===== src/design/utf8d_pkg.sv =====
// utf8d_pkg: shared widths, command kinds and the classified-request struct
// for the UTF-8 stream decoder. No dependencies.

package utf8d_pkg;

  localparam int BYTE_W = 8;
  localparam int CP_W   = 31;
  localparam int CNT_W  = 3;
  localparam int VAL_W  = 7;

  // Lead-byte payload masks and the continuation mask
  localparam logic [BYTE_W-1:0] MASK_LEAD2 = 8'h1F;
  localparam logic [BYTE_W-1:0] MASK_LEAD3 = 8'h0F;
  localparam logic [BYTE_W-1:0] MASK_LEAD4 = 8'h07;
  localparam logic [BYTE_W-1:0] MASK_LEAD5 = 8'h03;
  localparam logic [BYTE_W-1:0] MASK_LEAD6 = 8'h01;
  localparam logic [BYTE_W-1:0] MASK_CONT  = 8'h3F;

  typedef logic [1:0] kind_t;
  localparam kind_t KIND_EMIT = 2'd0;  // single-byte result (ASCII or invalid)
  localparam kind_t KIND_LEAD = 2'd1;  // opens a sequence
  localparam kind_t KIND_CONT = 2'd2;  // continuation byte

  typedef struct packed {
    kind_t             kind;
    logic [VAL_W-1:0]  value;  // ASCII byte, lead payload or low six bits
    logic [CNT_W-1:0]  len;    // sequence length for LEAD, 1 for EMIT
    logic              last;   // final continuation of the sequence
  } utf8d_cmd_t;

endpackage


===== src/design/utf8d_ifs.sv =====
// utf8d_ifs: valid/ready channel interfaces for the byte input and the
// code point output. Depends on utf8d_pkg.

interface utf8d_in_if;
  logic                          valid;
  logic                          ready;
  logic [utf8d_pkg::BYTE_W-1:0]  data_byte;

  modport source (output valid, output data_byte, input ready);
  modport sink   (input valid, input data_byte, output ready);
endinterface

interface utf8d_out_if;
  logic                          valid;
  logic                          ready;
  logic [utf8d_pkg::CP_W-1:0]    code_point;
  logic [utf8d_pkg::CNT_W-1:0]   byte_count;

  modport source (output valid, output code_point, output byte_count, input ready);
  modport sink   (input valid, input code_point, input byte_count, output ready);
endinterface


===== src/design/utf8d_front.sv =====
// utf8d_front: accepts raw bytes, tracks how many continuations are due and
// turns each byte into a classified request. Depends on utf8d_pkg.

module utf8d_front (
  input  logic                          clk,
  input  logic                          rst_n,
  input  logic                          byte_vld,
  input  logic [utf8d_pkg::BYTE_W-1:0]  byte_in,
  input  logic                          q_full,
  output logic                          byte_rdy,
  output logic                          push,
  output utf8d_pkg::utf8d_cmd_t         cmd
);
  import utf8d_pkg::*;

  logic [CNT_W-1:0] rem_r, rem_nxt;
  logic [CNT_W-1:0] lead_len;
  logic [BYTE_W-1:0] lead_val;
  logic              lead_ok;

  assign byte_rdy = !q_full;
  assign push     = byte_vld && !q_full;

  always_comb begin
    lead_ok  = 1'b1;
    lead_len = CNT_W'(2);
    lead_val = byte_in & MASK_LEAD2;
    if (!byte_in[5]) begin
      lead_len = CNT_W'(2);
      lead_val = byte_in & MASK_LEAD2;
    end else if (!byte_in[4]) begin
      lead_len = CNT_W'(3);
      lead_val = byte_in & MASK_LEAD3;
    end else if (!byte_in[3]) begin
      lead_len = CNT_W'(4);
      lead_val = byte_in & MASK_LEAD4;
    end else if (!byte_in[2]) begin
      lead_len = CNT_W'(5);
      lead_val = byte_in & MASK_LEAD5;
    end else if (!byte_in[1]) begin
      lead_len = CNT_W'(6);
      lead_val = byte_in & MASK_LEAD6;
    end else begin
      lead_ok  = 1'b0;  // 0xFE / 0xFF
    end
  end

  always_comb begin
    rem_nxt   = rem_r;
    cmd.kind  = KIND_EMIT;
    cmd.value = '0;
    cmd.len   = CNT_W'(1);
    cmd.last  = 1'b0;
    if (rem_r != '0) begin
      // inside a sequence every byte counts as a continuation
      cmd.kind  = KIND_CONT;
      cmd.value = VAL_W'(byte_in & MASK_CONT);
      cmd.last  = (rem_r == CNT_W'(1));
      rem_nxt   = rem_r - CNT_W'(1);
    end else if (!byte_in[7]) begin
      cmd.value = byte_in[VAL_W-1:0];
    end else if (byte_in[6] && lead_ok) begin
      cmd.kind  = KIND_LEAD;
      cmd.value = lead_val[VAL_W-1:0];
      cmd.len   = lead_len;
      rem_nxt   = lead_len - CNT_W'(1);
    end
  end

  always_ff @(posedge clk) begin
    if (!rst_n) begin
      rem_r <= '0;
    end else if (push) begin
      rem_r <= rem_nxt;
    end
  end

endmodule


===== src/design/utf8d_queue.sv =====
// utf8d_queue: small register queue of classified requests between the
// front and the back. Depends on utf8d_pkg.

module utf8d_queue #(
  parameter int DEPTH = 2
) (
  input  logic                   clk,
  input  logic                   rst_n,
  input  logic                   push,
  input  utf8d_pkg::utf8d_cmd_t  push_cmd,
  input  logic                   pop,
  output logic                   full,
  output logic                   head_vld,
  output utf8d_pkg::utf8d_cmd_t  head_cmd
);
  import utf8d_pkg::*;

  localparam int AW = (DEPTH > 1) ? $clog2(DEPTH) : 1;
  localparam int CW = $clog2(DEPTH + 1);

  utf8d_cmd_t     mem_r [DEPTH];
  logic [AW-1:0]  wr_ptr_r, rd_ptr_r;
  logic [CW-1:0]  cnt_r, cnt_nxt;

  function automatic logic [AW-1:0] ptr_inc(input logic [AW-1:0] p);
    if (p == AW'(DEPTH - 1)) begin
      return '0;
    end
    return p + AW'(1);
  endfunction

  assign full     = (cnt_r == CW'(DEPTH));
  assign head_vld = (cnt_r != '0);
  assign head_cmd = mem_r[rd_ptr_r];

  always_comb begin
    cnt_nxt = cnt_r;
    if (push && !pop) begin
      cnt_nxt = cnt_r + CW'(1);
    end else if (!push && pop) begin
      cnt_nxt = cnt_r - CW'(1);
    end
  end

  always_ff @(posedge clk) begin
    if (!rst_n) begin
      wr_ptr_r <= '0;
      rd_ptr_r <= '0;
      cnt_r    <= '0;
    end else begin
      cnt_r <= cnt_nxt;
      if (push) begin
        wr_ptr_r <= ptr_inc(wr_ptr_r);
      end
      if (pop) begin
        rd_ptr_r <= ptr_inc(rd_ptr_r);
      end
    end
  end

  always_ff @(posedge clk) begin
    if (push) begin
      mem_r[wr_ptr_r] <= push_cmd;
    end
  end

endmodule


===== src/design/utf8d_back.sv =====
// utf8d_back: executes classified requests, gathers the code point and holds
// the result in an output register. Depends on utf8d_pkg.

module utf8d_back (
  input  logic                          clk,
  input  logic                          rst_n,
  input  logic                          head_vld,
  input  utf8d_pkg::utf8d_cmd_t         head_cmd,
  output logic                          pop,
  output logic                          res_vld,
  input  logic                          res_rdy,
  output logic [utf8d_pkg::CP_W-1:0]    res_cp,
  output logic [utf8d_pkg::CNT_W-1:0]   res_cnt
);
  import utf8d_pkg::*;

  logic [CP_W-1:0]  acc_r, acc_nxt;
  logic [CNT_W-1:0] len_r;
  logic             out_vld_r;
  logic [CP_W-1:0]  cp_r;
  logic [CNT_W-1:0] cnt_r;
  logic             needs_out;

  assign needs_out = (head_cmd.kind == KIND_EMIT) ||
                     (head_cmd.kind == KIND_CONT && head_cmd.last);
  // a request that produces nothing never waits on the output side
  assign pop     = head_vld && (!needs_out || !out_vld_r || res_rdy);
  assign acc_nxt = {acc_r[CP_W-7:0], head_cmd.value[5:0]};

  assign res_vld = out_vld_r;
  assign res_cp  = cp_r;
  assign res_cnt = cnt_r;

  always_ff @(posedge clk) begin
    if (!rst_n) begin
      out_vld_r <= 1'b0;
    end else if (pop && needs_out) begin
      out_vld_r <= 1'b1;
    end else if (res_rdy) begin
      out_vld_r <= 1'b0;
    end
  end

  always_ff @(posedge clk) begin
    if (pop) begin
      case (head_cmd.kind)
        KIND_EMIT: begin
          cp_r  <= CP_W'(head_cmd.value);
          cnt_r <= CNT_W'(1);
        end
        KIND_LEAD: begin
          acc_r <= CP_W'(head_cmd.value);
          len_r <= head_cmd.len;
        end
        KIND_CONT: begin
          acc_r <= acc_nxt;
          if (head_cmd.last) begin
            cp_r  <= acc_nxt;
            cnt_r <= len_r;
          end
        end
        default: begin
          acc_r <= acc_r;
        end
      endcase
    end
  end

endmodule


===== src/design/utf8_stream_decoder.sv =====
// utf8_stream_decoder: top level of the UTF-8 byte stream decoder (six-byte
// form). Depends on utf8d_pkg, utf8d_ifs, utf8d_front, utf8d_queue, utf8d_back.
//
//   channel  | dir | payload                     | handshake
//   ---------+-----+-----------------------------+------------
//   in_ch    | in  | data_byte[7:0]              | valid/ready
//   out_ch   | out | code_point[30:0], byte_count| valid/ready
//
// One byte is taken every cycle unless the queue is full; after its last byte is
// taken, a result passes through a queue entry, then the back end's output register.
// in_ch.ready drops only when the request queue (Q_DEPTH entries) is full.
// A stalled output holds its result while further lead and continuation
// bytes keep flowing into the queue and accumulator.
// Reset is synchronous and leaves no sequence open; no clearing pass.

module utf8_stream_decoder #(
  parameter int Q_DEPTH = 2
) (
  input logic         clk,
  input logic         rst_n,
  utf8d_in_if.sink    in_ch,
  utf8d_out_if.source out_ch
);
  import utf8d_pkg::*;

  logic       q_full;
  logic       push;
  logic       pop;
  logic       head_vld;
  utf8d_cmd_t push_cmd;
  utf8d_cmd_t head_cmd;

  utf8d_front u_front (
    .clk      (clk),
    .rst_n    (rst_n),
    .byte_vld (in_ch.valid),
    .byte_in  (in_ch.data_byte),
    .q_full   (q_full),
    .byte_rdy (in_ch.ready),
    .push     (push),
    .cmd      (push_cmd)
  );

  utf8d_queue #(
    .DEPTH (Q_DEPTH)
  ) u_queue (
    .clk      (clk),
    .rst_n    (rst_n),
    .push     (push),
    .push_cmd (push_cmd),
    .pop      (pop),
    .full     (q_full),
    .head_vld (head_vld),
    .head_cmd (head_cmd)
  );

  utf8d_back u_back (
    .clk      (clk),
    .rst_n    (rst_n),
    .head_vld (head_vld),
    .head_cmd (head_cmd),
    .pop      (pop),
    .res_vld  (out_ch.valid),
    .res_rdy  (out_ch.ready),
    .res_cp   (out_ch.code_point),
    .res_cnt  (out_ch.byte_count)
  );

endmodule


===== src/flat_wrapper.sv =====
// flat-port wrapper written by rule: the top's interface ports become plain ports
module utf8_stream_decoder_flat import utf8d_pkg::*;
#(
  parameter int Q_DEPTH = 2
)
  (clk, rst_n, in_ch_valid, in_ch_data_byte, in_ch_ready, out_ch_valid, out_ch_code_point, out_ch_byte_count, out_ch_ready);
  utf8d_in_if in_ch_i ();
  utf8d_out_if out_ch_i ();
  input logic clk;
  input logic rst_n;
  input wire logic [$bits(in_ch_i.valid)-1:0] in_ch_valid;
  input wire logic [$bits(in_ch_i.data_byte)-1:0] in_ch_data_byte;
  output wire logic [$bits(in_ch_i.ready)-1:0] in_ch_ready;
  output wire logic [$bits(out_ch_i.valid)-1:0] out_ch_valid;
  output wire logic [$bits(out_ch_i.code_point)-1:0] out_ch_code_point;
  output wire logic [$bits(out_ch_i.byte_count)-1:0] out_ch_byte_count;
  input wire logic [$bits(out_ch_i.ready)-1:0] out_ch_ready;
  assign in_ch_i.valid = in_ch_valid;
  assign in_ch_i.data_byte = in_ch_data_byte;
  assign in_ch_ready = in_ch_i.ready;
  assign out_ch_valid = out_ch_i.valid;
  assign out_ch_code_point = out_ch_i.code_point;
  assign out_ch_byte_count = out_ch_i.byte_count;
  assign out_ch_i.ready = out_ch_ready;
  utf8_stream_decoder #(.Q_DEPTH(Q_DEPTH)) u_core (.clk(clk), .rst_n(rst_n), .in_ch(in_ch_i), .out_ch(out_ch_i));
endmodule

===== config.mk =====
export PLATFORM = sky130hd
export DESIGN_NAME = utf8_stream_decoder_flat
export DESIGN_NICKNAME = d
export VERILOG_FILES = /design/src/design/utf8d_pkg.sv /design/src/design/utf8d_ifs.sv /design/src/design/utf8d_front.sv /design/src/design/utf8d_queue.sv /design/src/design/utf8d_back.sv /design/src/design/utf8_stream_decoder.sv /design/src/flat_wrapper.sv
export SDC_FILE = /design/constraint.sdc
export NUM_CORES = 1
export LEC_CHECK = 0
export BUFFER_PORTS_ARGS = -buffer_cell sky130_fd_sc_hd__buf_2
export CAP_MARGIN = 15
export CORE_ASPECT_RATIO = 0.8
export CORE_UTILIZATION = 45
export DETAILED_ROUTE_END_ITERATION = 7
export PLACE_DENSITY_LB_ADDON = 0.08
export SYNTH_ARGS = -nofsm -noshare
export SYNTH_HDL_FRONTEND = slang
export SYNTH_SLANG_ARGS = --single-unit
export TNS_END_PERCENT = 5

===== constraint.sdc =====
create_clock -name clk -period 3.8 [get_ports clk]
set_clock_uncertainty 0.2 [all_clocks]
set_input_delay 0.76 -clock clk [delete_from_list [all_inputs] [get_ports clk]]
set_output_delay 0.76 -clock clk [all_outputs]
set_load 0.02 [all_outputs]

Word level (Yosys, flattened, before mapping):

Memory sizes are Yosys's and may differ from the RTL's. A register that Yosys moved wholly into a read port is not among the register bits.
Index checks and enable logic that the tools add are counted.

* input port bits: 12
* memories kept: 1
* memory bits (writable): 26
* logic and storage cells: 97
* output and inout bits: 36
* flip-flop bits (word level): 70

* muxes and demuxes: 48
* $add $sub $neg: 6
* equal/unequal tests: 5
* reductions and logical operators: 28

Memory list
* u_core.u_queue.mem_r: depth 2, width 13, rd ports 1, clocked after memory_dff 1, write ports 1, RTL line utf8d_queue.sv:21 `utf8d_cmd_t mem_r [DEPTH];`

Operators with widths (count)
* $pmux 31 s2: 1
* $pmux 25 s2: 1
* $mux 3: 11
* $mux 31: 1
* $mux 1: 23
* $mux 5: 4
* $mux 7: 2
* $reduce_bool 2->1: 7
* $mux 11: 1
* $mux 9: 1
* $logic_and 1x1->1: 7
* $pmux 3 s2: 1
* $reduce_and 3->1: 2
* $sub 3x1->3 const B: 2
* $logic_not 1->1: 5
* $eq 2x2->1 const B: 2
* $mux 2: 2
* $reduce_and 2->1: 2
* $eq 3x1->1 const B: 1
* $logic_or 1x1->1: 3
* $reduce_bool 3->1: 1
* $add 1x1->1 const B: 2
* $add 2x1->2 const B: 1
* $eq 2x1->1 const B: 1
* other kinds (3): 3

Depth between registers and ports, before layout:

Gate-level depths: netlist (run 1).

* word-level depth: 12
* gate-level depth with buffers: 11
* mapped depth without buffers: 10

Modules after synthesis:

Synthesis (run 1) repeated with hierarchy kept, for this count alone.

* cell total of the unflattened synthesis: 235
* area, all modules: 3782.4 um^2

By module, submodules not included
* utf8d_back: cells an instance 112, times used 1, area each 2204.6 um^2, seq. area each 1881.8 um^2
* utf8d_queue: cells an instance 62, times used 1, area each 1153.6 um^2, seq. area each 880.8 um^2
* utf8d_front: cells an instance 61, times used 1, area each 424.2 um^2, seq. area each 60.1 um^2

Worst setup path before layout (run 1):

No wires, ideal clock.

* kind: register to register
* start: register with a tool-made name
* end: register u_core.u_back.cnt_r[0], in the netlist u_core.u_back.res_cnt[0], enable pin
* cell stages (with the launch flop): 7
* buffers on the path: 2
* path slack: 0.246 ns
* arrival: 2.929 ns
* library setup time: 0.425 ns
* required time: 3.175 ns
* clock period less this slack: 3.554 ns
* cells stage by stage: dfxtp_1 -> buf_2 -> mux2i_1 -> ha_1 -> clkbuf_1 -> mux2i_1 -> nor2_1

RTL lines
* to (signal assigned): RTL line utf8d_back.sv:59 `cnt_r <= len_r;`
* to (decl): RTL line utf8d_back.sv:21 `logic [CNT_W-1:0] cnt_r;`

==> metrics.txt, run 1 <==
status=complete, no violations; GR Overflow Total=0; RSZ-0062 raised after global routing=no; Crit. End Element=flop; most frequent cell after synthesis=edfxtp_1; GR Util All Layers=0.140; Cells after Synth=239; min-delay worst type=flop to flop; Seq/Total Area, Yosys=0.748; Setup-failing EPs final=0; ANT cells=0; Sw Share=0.310; crit path cell chain=buf_4, mux2i_1, ha_1, and3b_1, a211oi_4, inv_1, ha_1, or3_1, a21boi_0; CP most frequent cell=ha_1; DP HPWL=3780 um; area leader, netlist=edfxtp_1; Leakage=1.62 nW; initial core utilization=0.471; FF-to-FF setup slack=1160 ps; clock sink count=97; highest metal used=met4; Hold Buf Count CTS=0; met1 WL=2790 um; hold depth=2; FF-to-FF path depth=9; synth top area cells=edfxtp_1, and2_1, dfxtp_1; Yosys top cell area share=0.700; CTS tree=built; largest net degree at the start of global routing=35; Resized cells post-CTS=0; Synth top cells by count=edfxtp_1, and2_1, inv_1, nand2_1; placed cells=393; DRT antenna net count=0; worst endpoint data arrival time=2710 ps; CP peak stage delay=350 ps; Psw=1.01 mW; setup repair bufs after CTS=0; hold path startpoint=u_core.u_front.rem_r[1]$_SDFFE_PN0P_; Setup Crit Path Kind=flop to flop; cell area after synthesis=3770 um2; syn avg cell area=15.8 um2; routed wl met2=2460 um; Post-synth ARST share=0; FF+latch count, synth=97; Post-Route Setup TNS=0 ps; Worst-Margin Slew=651 ps; WP data required=3870 ps; routed wl met3=232 um; clk buf depth=2; syn nets=259; Tcrit/Tclk final=0.694; routed vias/inst=4.75; Top Family by Delay on Critical Path=adder cells; Worst path slowest cell=dfxtp_1; area of the core=8020 um2; initial antenna violation count=0; first-pass GRT wire length=9180 um; Syn. warnings=0; DR pass1 iterations=4; Final Max Tran Viols=0; Clock power frac=0.196; row count=29; Total Nets Final=316; final cell count without fillers=408; DRC Markers=0; VDD IR-drop max=0.354 mV; area growth from synthesis to layout=15.4%; Slew headroom=0.566; port bufs=47; internal power=2.25 mW; Root Buffer Master=clkbuf_8; Cell Pwr Density=748 nW/um2; Startpoint Class=flop; I/O pin count=48; total number of vias=1939; Comb pwr share=0.278; Final Hold Vio Count=0; wire per inst=13.6 um; R2R Path End=u_core.u_queue.cnt_r[1]$_SDFFE_PN0P_; vias in the first global route=1895; GPL Wtd Cong=0.778; FMAX=0.379 GHz; H-tree levels=3; maxcap violations=0; smallest hold slack=262 ps; Reg clk slew, reported paths=90 ps; final wirelength=5560 um; WP buf/inv=2; Starting DRT DRC Count=32; Clock Latency Late Sink=350 ps; ratio of cells with drive above 1 in the final layout=0.260; distinct cell type count after synthesis=32; predominant post-synthesis flop cell=edfxtp_1; number of CTS-inserted buffers=9; Period minus WS final=2640 ps; Post-synth EDFFs=88; Die Area=8760 um2; Die W=104 um; die height=83.9 um; Filler cells=642; register share of total power=0.526; Worst Path Max Fanout=12; Worst Hold Path EP=u_core.u_front.rem_r[1]$_SDFFE_PN0P_
cell type report:
cell class	count	area (um2)	area share
clock buffer	9	124	0.0284
tap	108	135	0.0310
inverter	10	37.5	0.00862
clock inverter	6	67.6	0.0155
sequential	97	2820	0.648
multi-input combinational	126	896	0.206
timing repair buffer	52	273	0.0626
layer usage:
layer	up-vias	GRT usage
met5	-	0
met4	0	0.0506
met3	8	0.0476
met2	43	0.207
met1	910	0.193
li1	978	-
through the flow:
| stage | setup WS, ps | utilization | cell area (um2) | power [mW] |
|---|---|---|---|---|
| 4_1_cts | 1130 | 0.543 | 4360 | 3.30 |
| 3_3_place_gp | 1200 | 0.519 | 4160 | 2.65 |
| 3_5_place_dp | 1120 | 0.519 | 4160 | 2.66 |
| 2_1_floorplan | 246 | - | 3770 | 2.37 |
| 5_1_grt | 901 | 0.543 | 4360 | 3.45 |
| 6_report | 1160 | 0.543 | 4360 | 3.26 |
worst max path at each step:
stage                                              to  cells past startpoint  from  slack, ps
6_report         u_core.u_queue.cnt_r[1]$_SDFFE_PN0P_                      9  flop       1160
5_1_grt          u_core.u_queue.cnt_r[1]$_SDFFE_PN0P_                      9  flop        900
4_1_cts          u_core.u_queue.cnt_r[1]$_SDFFE_PN0P_                      9  flop       1130
3_5_place_dp     u_core.u_queue.cnt_r[1]$_SDFFE_PN0P_                      9  flop       1120
3_3_place_gp     u_core.u_queue.cnt_r[1]$_SDFFE_PN0P_                      9  flop       1200
2_1_floorplan  u_core.u_back.res_cnt[0]$_SDFFCE_PN1P_                      6  flop        250
power by group through the flow:
stage	clock, mW	sequential [mW]	combinational, mW
after floorplan	0	1.89	0.483
final	0.639	1.71	0.906
after global routing	0.698	1.75	1.01
after detailed placement	0	1.74	0.922
after CTS	0.659	1.72	0.926
after global placement	0	1.73	0.918
tightest hold or removal path, stage by stage, from the launching register on:
cell and delay (ps):
dfxtp_1 320, nand2_1 50, mux2i_1 50
cells by family (layout without fill, tap and decap cells):
family | Yosys count | count (layout) | share of synthesized area
flops | 97 | 97 | 0.748
mux | 15 | 15 | 0.0441
fa+ha+maj | 8 | 8 | 0.0265
buf+inv | 16 | 77 | 0.0166
simple gates | 74 | 74 | 0.113
compound gates | 25 | 25 | 0.0428
xor+xnor | 4 | 4 | 0.00929
registers in the layout (all words and copies together), names as in the netlist, named ones only:
register                 flops
u_core.u_back.len_r          3
u_core.u_front.rem_r         3
u_core.u_queue.wr_ptr_r      1
u_core.u_queue.cnt_r         2
u_core.u_back.res_vld        1
u_core.u_back.res_cp        31
u_core.u_back.res_cnt        3
u_core.u_queue.mem_r        26
u_core.u_queue.rd_ptr_r      1
u_core.u_back.acc_r         25
layout by cell type (no fill, tap or decap), types with 2 or more instances in the layout:
cell       n
edfxtp_1  88
buf_2     47
and2_1    36
inv_1     10
nand2_1   10
mux2_2     9
dfxtp_1    9
clkbuf_8   9
a21oi_1    8
ha_1       8
o21ai_0    7
mux2i_1    5
nor2b_1    5
buf_4      5
nand3_1    4
nor2_1     4
nand2b_1   4
o211ai_1   3
a211oi_1   3
nor3_1     2
and3b_1    2
xor2_1     2
and3_1     2
nor3b_1    2
xnor2_1    2
clkinv_4   2
Power figures use the tool's default switching activity.
==> run 2: changes to the inputs <==
- ABC_AREA: not set -> 1
- clock period: 3.8 -> 2.7 ns (I/O delays scaled with it)
==> run 2 against run 1 <==
  * Design area increased by 3.2%
  * Combinational power increased by 91%
  * Critical endpoint unchanged
  * Via count increased by 12%
  * Flip-flop and latch count unchanged
  * Routed wire length increased by 3.6%
==> metrics.txt, run 2 <==
predominant post-synthesis flop cell=edfxtp_1; Yosys top cell area share=0.689; Top Family by Delay on Critical Path=simple AND/OR/NAND/NOR gates; Final Max Tran Viols=0; initial core utilization=0.474; Tcrit/Tclk final=0.937; Root Buffer Master=clkbuf_8; placed cells=472; synth top area cells=edfxtp_1, nand2_1, inv_1; most frequent cell after synthesis=edfxtp_1; ratio of cells with drive above 1 in the final layout=0.270; Psw=1.82 mW; number of CTS-inserted buffers=9; Final Hold Vio Count=0; syn nets=335; VDD IR-drop max=0.423 mV; final wirelength=5760 um; PnR worst setup slack=169 ps; GRT met2 Usage=0.214; Period minus WS final=2530 ps; cell area after synthesis=3830 um2; Starting DRT DRC Count=67; distinct cell type count after synthesis=29; FF-to-FF path depth=16; first-pass GRT wire length=9690 um; port bufs=47; Seq/Total Area, Yosys=0.736; initial antenna violation count=0; Setup-failing EPs final=0; vias in the first global route=2016; wire per inst=11.8 um; Startpoint Class=flop; DRC Markers=0; syn avg cell area=12.2 um2; Leakage=1.95 nW; Setup Crit Path Kind=flop to flop; row count=29; CTS tree=built; Cell Pwr Density=1140 nW/um2; Crit. End Element=flop; Worst-Margin Slew=362 ps; Worst Hold Path EP=u_core.u_queue.cnt_r[0]$_SDFFE_PN0P_; CP most frequent cell=nand2_2; area of the core=8090 um2; Final Power=5.13 mW; clk buf depth=2; Clock power frac=0.165; GR Util All Layers=0.146; hold depth=3; status=complete, no violations; area growth from synthesis to layout=17.2%; DP HPWL=4090 um; Worst Path Max Fanout=11; H-tree levels=3; WP data required=2750 ps; hold path startpoint=rst_n; met1 Usage GRT=0.205; M3 GR Usage=0.0474; Worst path slowest cell=dfxtp_4; clock sink count=97; crit path cell chain=inv_2, buf_4, or2_4, o21ai_2, ha_2, inv_2, nor2_2, nand2_2, nand2_2, nand2_1, nand2_2, ha_1, a21oi_2, o21ai_1, o21ai_1, a21oi_1; Clock Latency Late Sink=350 ps; final cell count without fillers=489; DP Worst Slack=-37.8 ps; FF-to-FF setup slack=170 ps; I/O pin count=48; ANT cells=0; Slew headroom=0.758; min-delay worst type=input port to flop; DR pass1 iterations=4; GR Overflow Total=0; routed vias/inst=4.45; Sw Share=0.355; internal power=3.31 mW; GPL Wtd Cong=0.750; RSZ-0062 raised after global routing=no; most frequent cells in the layout=edfxtp_1, nand2_1, inv_1; Die Area=8900 um2; maxcap violations=0; Filler cells=715; WP buf/inv=3; Syn. warnings=0; R2R Path End=u_core.u_queue.cnt_r[1]$_SDFFE_PN0P_; smallest hold slack=287 ps; Reg clk slew, reported paths=100 ps; number of flip-flops in the largest register=31; Post-Route Setup TNS=0 ps; most common cell after layout, fill and taps aside=edfxtp_1; register share of total power=0.498; largest net degree at the start of global routing=35; Post-synth ARST share=0; Synth top cells by count=edfxtp_1, nand2_1, inv_1; Total Nets Final=396; area leader, netlist=edfxtp_1; Die W=105 um; worst endpoint data arrival time=2580 ps; Post-synth EDFFs=88; die height=84.6 um; FF+latch count, synth=97; total number of vias=2175; CP peak stage delay=380 ps; Comb pwr share=0.337; grt peak-use layer=met2; DRT antenna net count=0; FMAX=0.395 GHz; Cells after Synth=315
[run 2: layout make-up]
cell class / count / area [um2] / share of cell area
Inverter: 58 / 219 / 0.0487
Multi-Input combinational cell: 155 / 815 / 0.181
Clock inverter: 6 / 51.3 / 0.0114
Sequential cell: 97 / 2830 / 0.629
Clock buffer: 10 / 128 / 0.0284
Tap cell: 108 / 135 / 0.0301
Timing Repair Buffer: 55 / 320 / 0.0713
[run 2: worst max-delay path by stage]
stage	startpoint	endpoint	slack, ps	depth (start not counted)
after floorplan	flop	u_core.u_back.res_cnt[0]$_SDFFCE_PN1P_	-150	10
after global placement	flop	u_core.u_queue.cnt_r[1]$_SDFFE_PN0P_	70	16
after detailed placement	flop	u_core.u_queue.cnt_r[1]$_SDFFE_PN0P_	-40	16
after CTS	flop	u_core.u_queue.cnt_r[1]$_SDFFE_PN0P_	5	16
after global routing	flop	u_core.u_queue.cnt_r[1]$_SDFFE_PN0P_	20	16
final	flop	u_core.u_queue.cnt_r[1]$_SDFFE_PN0P_	170	16
[run 2: worst register-to-register path, cell delays in order, from the launching register on]
cell and delay (ps):
dfxtp_4 380, inv_2 40, buf_4 160, or2_4 230, o21ai_2 80, ha_2 210, inv_2 50, nor2_2 80
nand2_2 90, nand2_2 80, nand2_1 90, nand2_2 100, ha_1 260, a21oi_2 110, o21ai_1 90, o21ai_1 120
a21oi_1 50
[run 2: metal layers]
layer | vias up | part of all wire
met2 | 44 | 0.42
met4 | 0 | 0.013
li1 | 1138 | -
met5 | - | 0
met3 | 6 | 0.049
met1 | 987 | 0.52
[run 2: cells by family after synthesis]
logic type | Yosys count | share of synthesized area
buf+inv | 63 | 0.0630
simple gates | 123 | 0.138
fa+ha+maj | 8 | 0.0261
compound gates | 24 | 0.0372
flops | 97 | 0.736
[run 2: per-stage QoR]
| stage | util | cell area [um2] |
|---|---|---|
| after global routing | 0.555 | 4490 |
| after floorplan | - | 3860 |
| after CTS | 0.553 | 4480 |
| after detailed placement | 0.530 | 4290 |
| final | 0.555 | 4490 |
| after global placement | 0.530 | 4290 |
[run 2: power by group through the flow]
stage | combinational (mW) | sequential (mW) | clock (mW)
finish | 1.73 | 2.56 | 0.847
global route | 1.95 | 2.60 | 0.932
CTS | 1.73 | 2.56 | 0.872
detailed placement | 1.71 | 2.59 | 0
global placement | 1.70 | 2.58 | 0
floorplan | 0.915 | 2.82 | 0
[run 2: what timing repair did]
| action | CTS | global route |
|---|---|---|
| gates resized for setup | 4 | 6 |
| buffers inserted | 0 | 1 |
| pin swaps | 0 | 2 |
| hold buffers | 0 | 0 |
| endpoints found under the setup margin | 1 | 23 |
==> run 3: changes to the inputs <==
- ABC_AREA: 1 -> not set
==> run 3 against run 2 <==
  * Global-route usage down 0.54 points
  * Via count down 9.8%
  * Worst hold slack worse by 14 ps
  * Power down 10%
  * Combinational power down 22%
  * Final cell count down 16%
  * Largest power group unchanged
  * Die area down 1.6%
  * Sequential share of layout area up 1.5 points
  * Critical path depth down 7
  * Critical endpoint unchanged
  * Register-to-register slack about the same
  * Worst setup slack better by 0.91 ps
==> metrics.txt, run 3 (synthesis gave the netlist of run 1 again) <==
FF-to-FF setup slack=170 ps; total number of vias=1961; CP peak stage delay=370 ps; Filler cells=668; ratio of cells with drive above 1 in the final layout=0.274; Die Area=8760 um2; port bufs=47; Leakage=1.63 nW; initial core utilization=0.471; wire per inst=13.5 um; cell area after layout=4390 um2; routed vias/inst=4.77; first-pass GRT wire length=9270 um; most frequent cells in the layout=edfxtp_1, buf_2, and2_1; DRC Markers=0; Period minus WS final=2530 ps; GR Overflow Total=0; min-delay worst type=flop to flop; WP buf/inv=2; FMAX=0.395 GHz; ANT cells=0; Setup Crit Path Kind=flop to flop; Post-Route Setup TNS=0 ps; Reg clk slew, reported paths=90 ps; die height=83.9 um; final wirelength=5560 um; Clock Latency Late Sink=350 ps; grt peak-use layer=met2; M3 GR Usage=0.0539; Final Util=0.547; Worst Path Max Fanout=3; number of flip-flops in the largest register=31; number of CTS-inserted buffers=9; R2R Path End=u_core.u_queue.cnt_r[1]$_SDFFE_PN0P_; GRT met2 Usage=0.211; RSZ-0062 raised after global routing=no; Total Nets Final=318; vias in the first global route=1916; post-placement cell area=4200 um2; status=complete, no violations; GR Util All Layers=0.140; hold depth=2; H-tree levels=3; Starting DRT DRC Count=96; Hold Buf Count CTS=0; Tcrit/Tclk final=0.937; I/O pin count=48; PnR worst setup slack=170 ps; Worst-Margin Slew=668 ps; clock sink count=97; Setup-failing EPs final=0; Slew headroom=0.555; CTS tree=built; Final Max Tran Viols=0; worst endpoint data arrival time=2610 ps; Reg area=2820 um2; clk buf depth=2; Root Buffer Master=clkbuf_8; DP Worst Slack=113 ps; GPL Wtd Cong=0.767; area growth from synthesis to layout=16.3%; crit path cell chain=mux2i_2, inv_1, ha_1, and3b_1, a211oi_4, inv_1, ha_1, or3_1, a21boi_0; Crit. End Element=flop; Final Hold Vio Count=0; row count=29; FF-to-FF path depth=9; Die W=104 um; Worst path slowest cell=dfxtp_2; met1 Usage GRT=0.190; hold path startpoint=u_core.u_front.rem_r[1]$_SDFFE_PN0P_; most common cell after layout, fill and taps aside=edfxtp_1; WP data required=2780 ps; maxcap violations=0; area occupied by multi-input gates=900 um2; Worst Hold Path EP=u_core.u_front.rem_r[1]$_SDFFE_PN0P_; DR pass1 iterations=4; largest net degree at the start of global routing=35; initial antenna violation count=0; DRT antenna net count=0; Startpoint Class=flop; VDD IR-drop max=0.519 mV; DP HPWL=3720 um; smallest hold slack=273 ps; Cell Pwr Density=1050 nW/um2; Top Family by Delay on Critical Path=simple AND/OR/NAND/NOR gates; area of the core=8020 um2
[run 3: cell count changes in the layout (fill, tap and decap cells not counted), moves of 4 or more]
cell	change
inv_1	-42
nor2b_1	+5
mux2i_1	+4
mux2_2	+9
o21ai_1	-4
nand2_1	-65
inv_2	-5
and2_1	+36
nor2_1	-17
nand2b_1	+4
nand2_2	-8
[run 3: worst max-delay path by stage]
stage | start | end | cells after the start
floorplan | flop | u_core.u_back.acc_r[0]$_DFFE_PP_ | 7
global placement | flop | u_core.u_queue.cnt_r[1]$_SDFFE_PN0P_ | 9
detailed placement | flop | u_core.u_queue.cnt_r[1]$_SDFFE_PN0P_ | 9
CTS | flop | u_core.u_queue.cnt_r[1]$_SDFFE_PN0P_ | 9
global route | flop | u_core.u_queue.cnt_r[1]$_SDFFE_PN0P_ | 9
finish | flop | u_core.u_queue.cnt_r[1]$_SDFFE_PN0P_ | 9
[run 3: worst register-to-register path: stages, from the launching register on]
cell	delay, ps
dfxtp_2	370
mux2i_2	270
inv_1	70
ha_1	190
and3b_1	210
a211oi_4	250
inv_1	70
ha_1	330
or3_1	350
a21boi_0	170
[run 3: final cells by class]
class                   instances  area share
clock buffers                  10      0.0291
well taps                     108      0.0308
inverters                      10     0.00855
multi-input cells             126       0.205
clock inverters                 6      0.0117
repair buffers                 54      0.0713
flip-flops and latches         97       0.644
[run 3: repair_timing]
action	in CTS	in global routing
setup buffers	0	1
gates resized for setup	0	2
endpoints found under the setup margin	0	1
[run 3: metal layers]
metal | share of wire | vias to the layer above
met5 | 0 | -
met3 | 0.045 | 5
met1 | 0.50 | 920
met2 | 0.45 | 46
li1 | - | 990
met4 | 0.010 | 0
[run 3: where the power goes]
group,total (mW),internal [mW],switching [mW]
clock network,0.849,0.348,0.501
logic,1.35,0.502,0.846
registers,2.41,2.30,0.117
total,4.61,3.15,1.46
[run 3: through the flow]
stage | std cells | power [mW]
floorplan | 239 | 3.35
global placement | 394 | 3.80
detailed placement | 394 | 3.81
CTS | 410 | 4.67
global route | 411 | 4.89
finish | 411 | 4.61
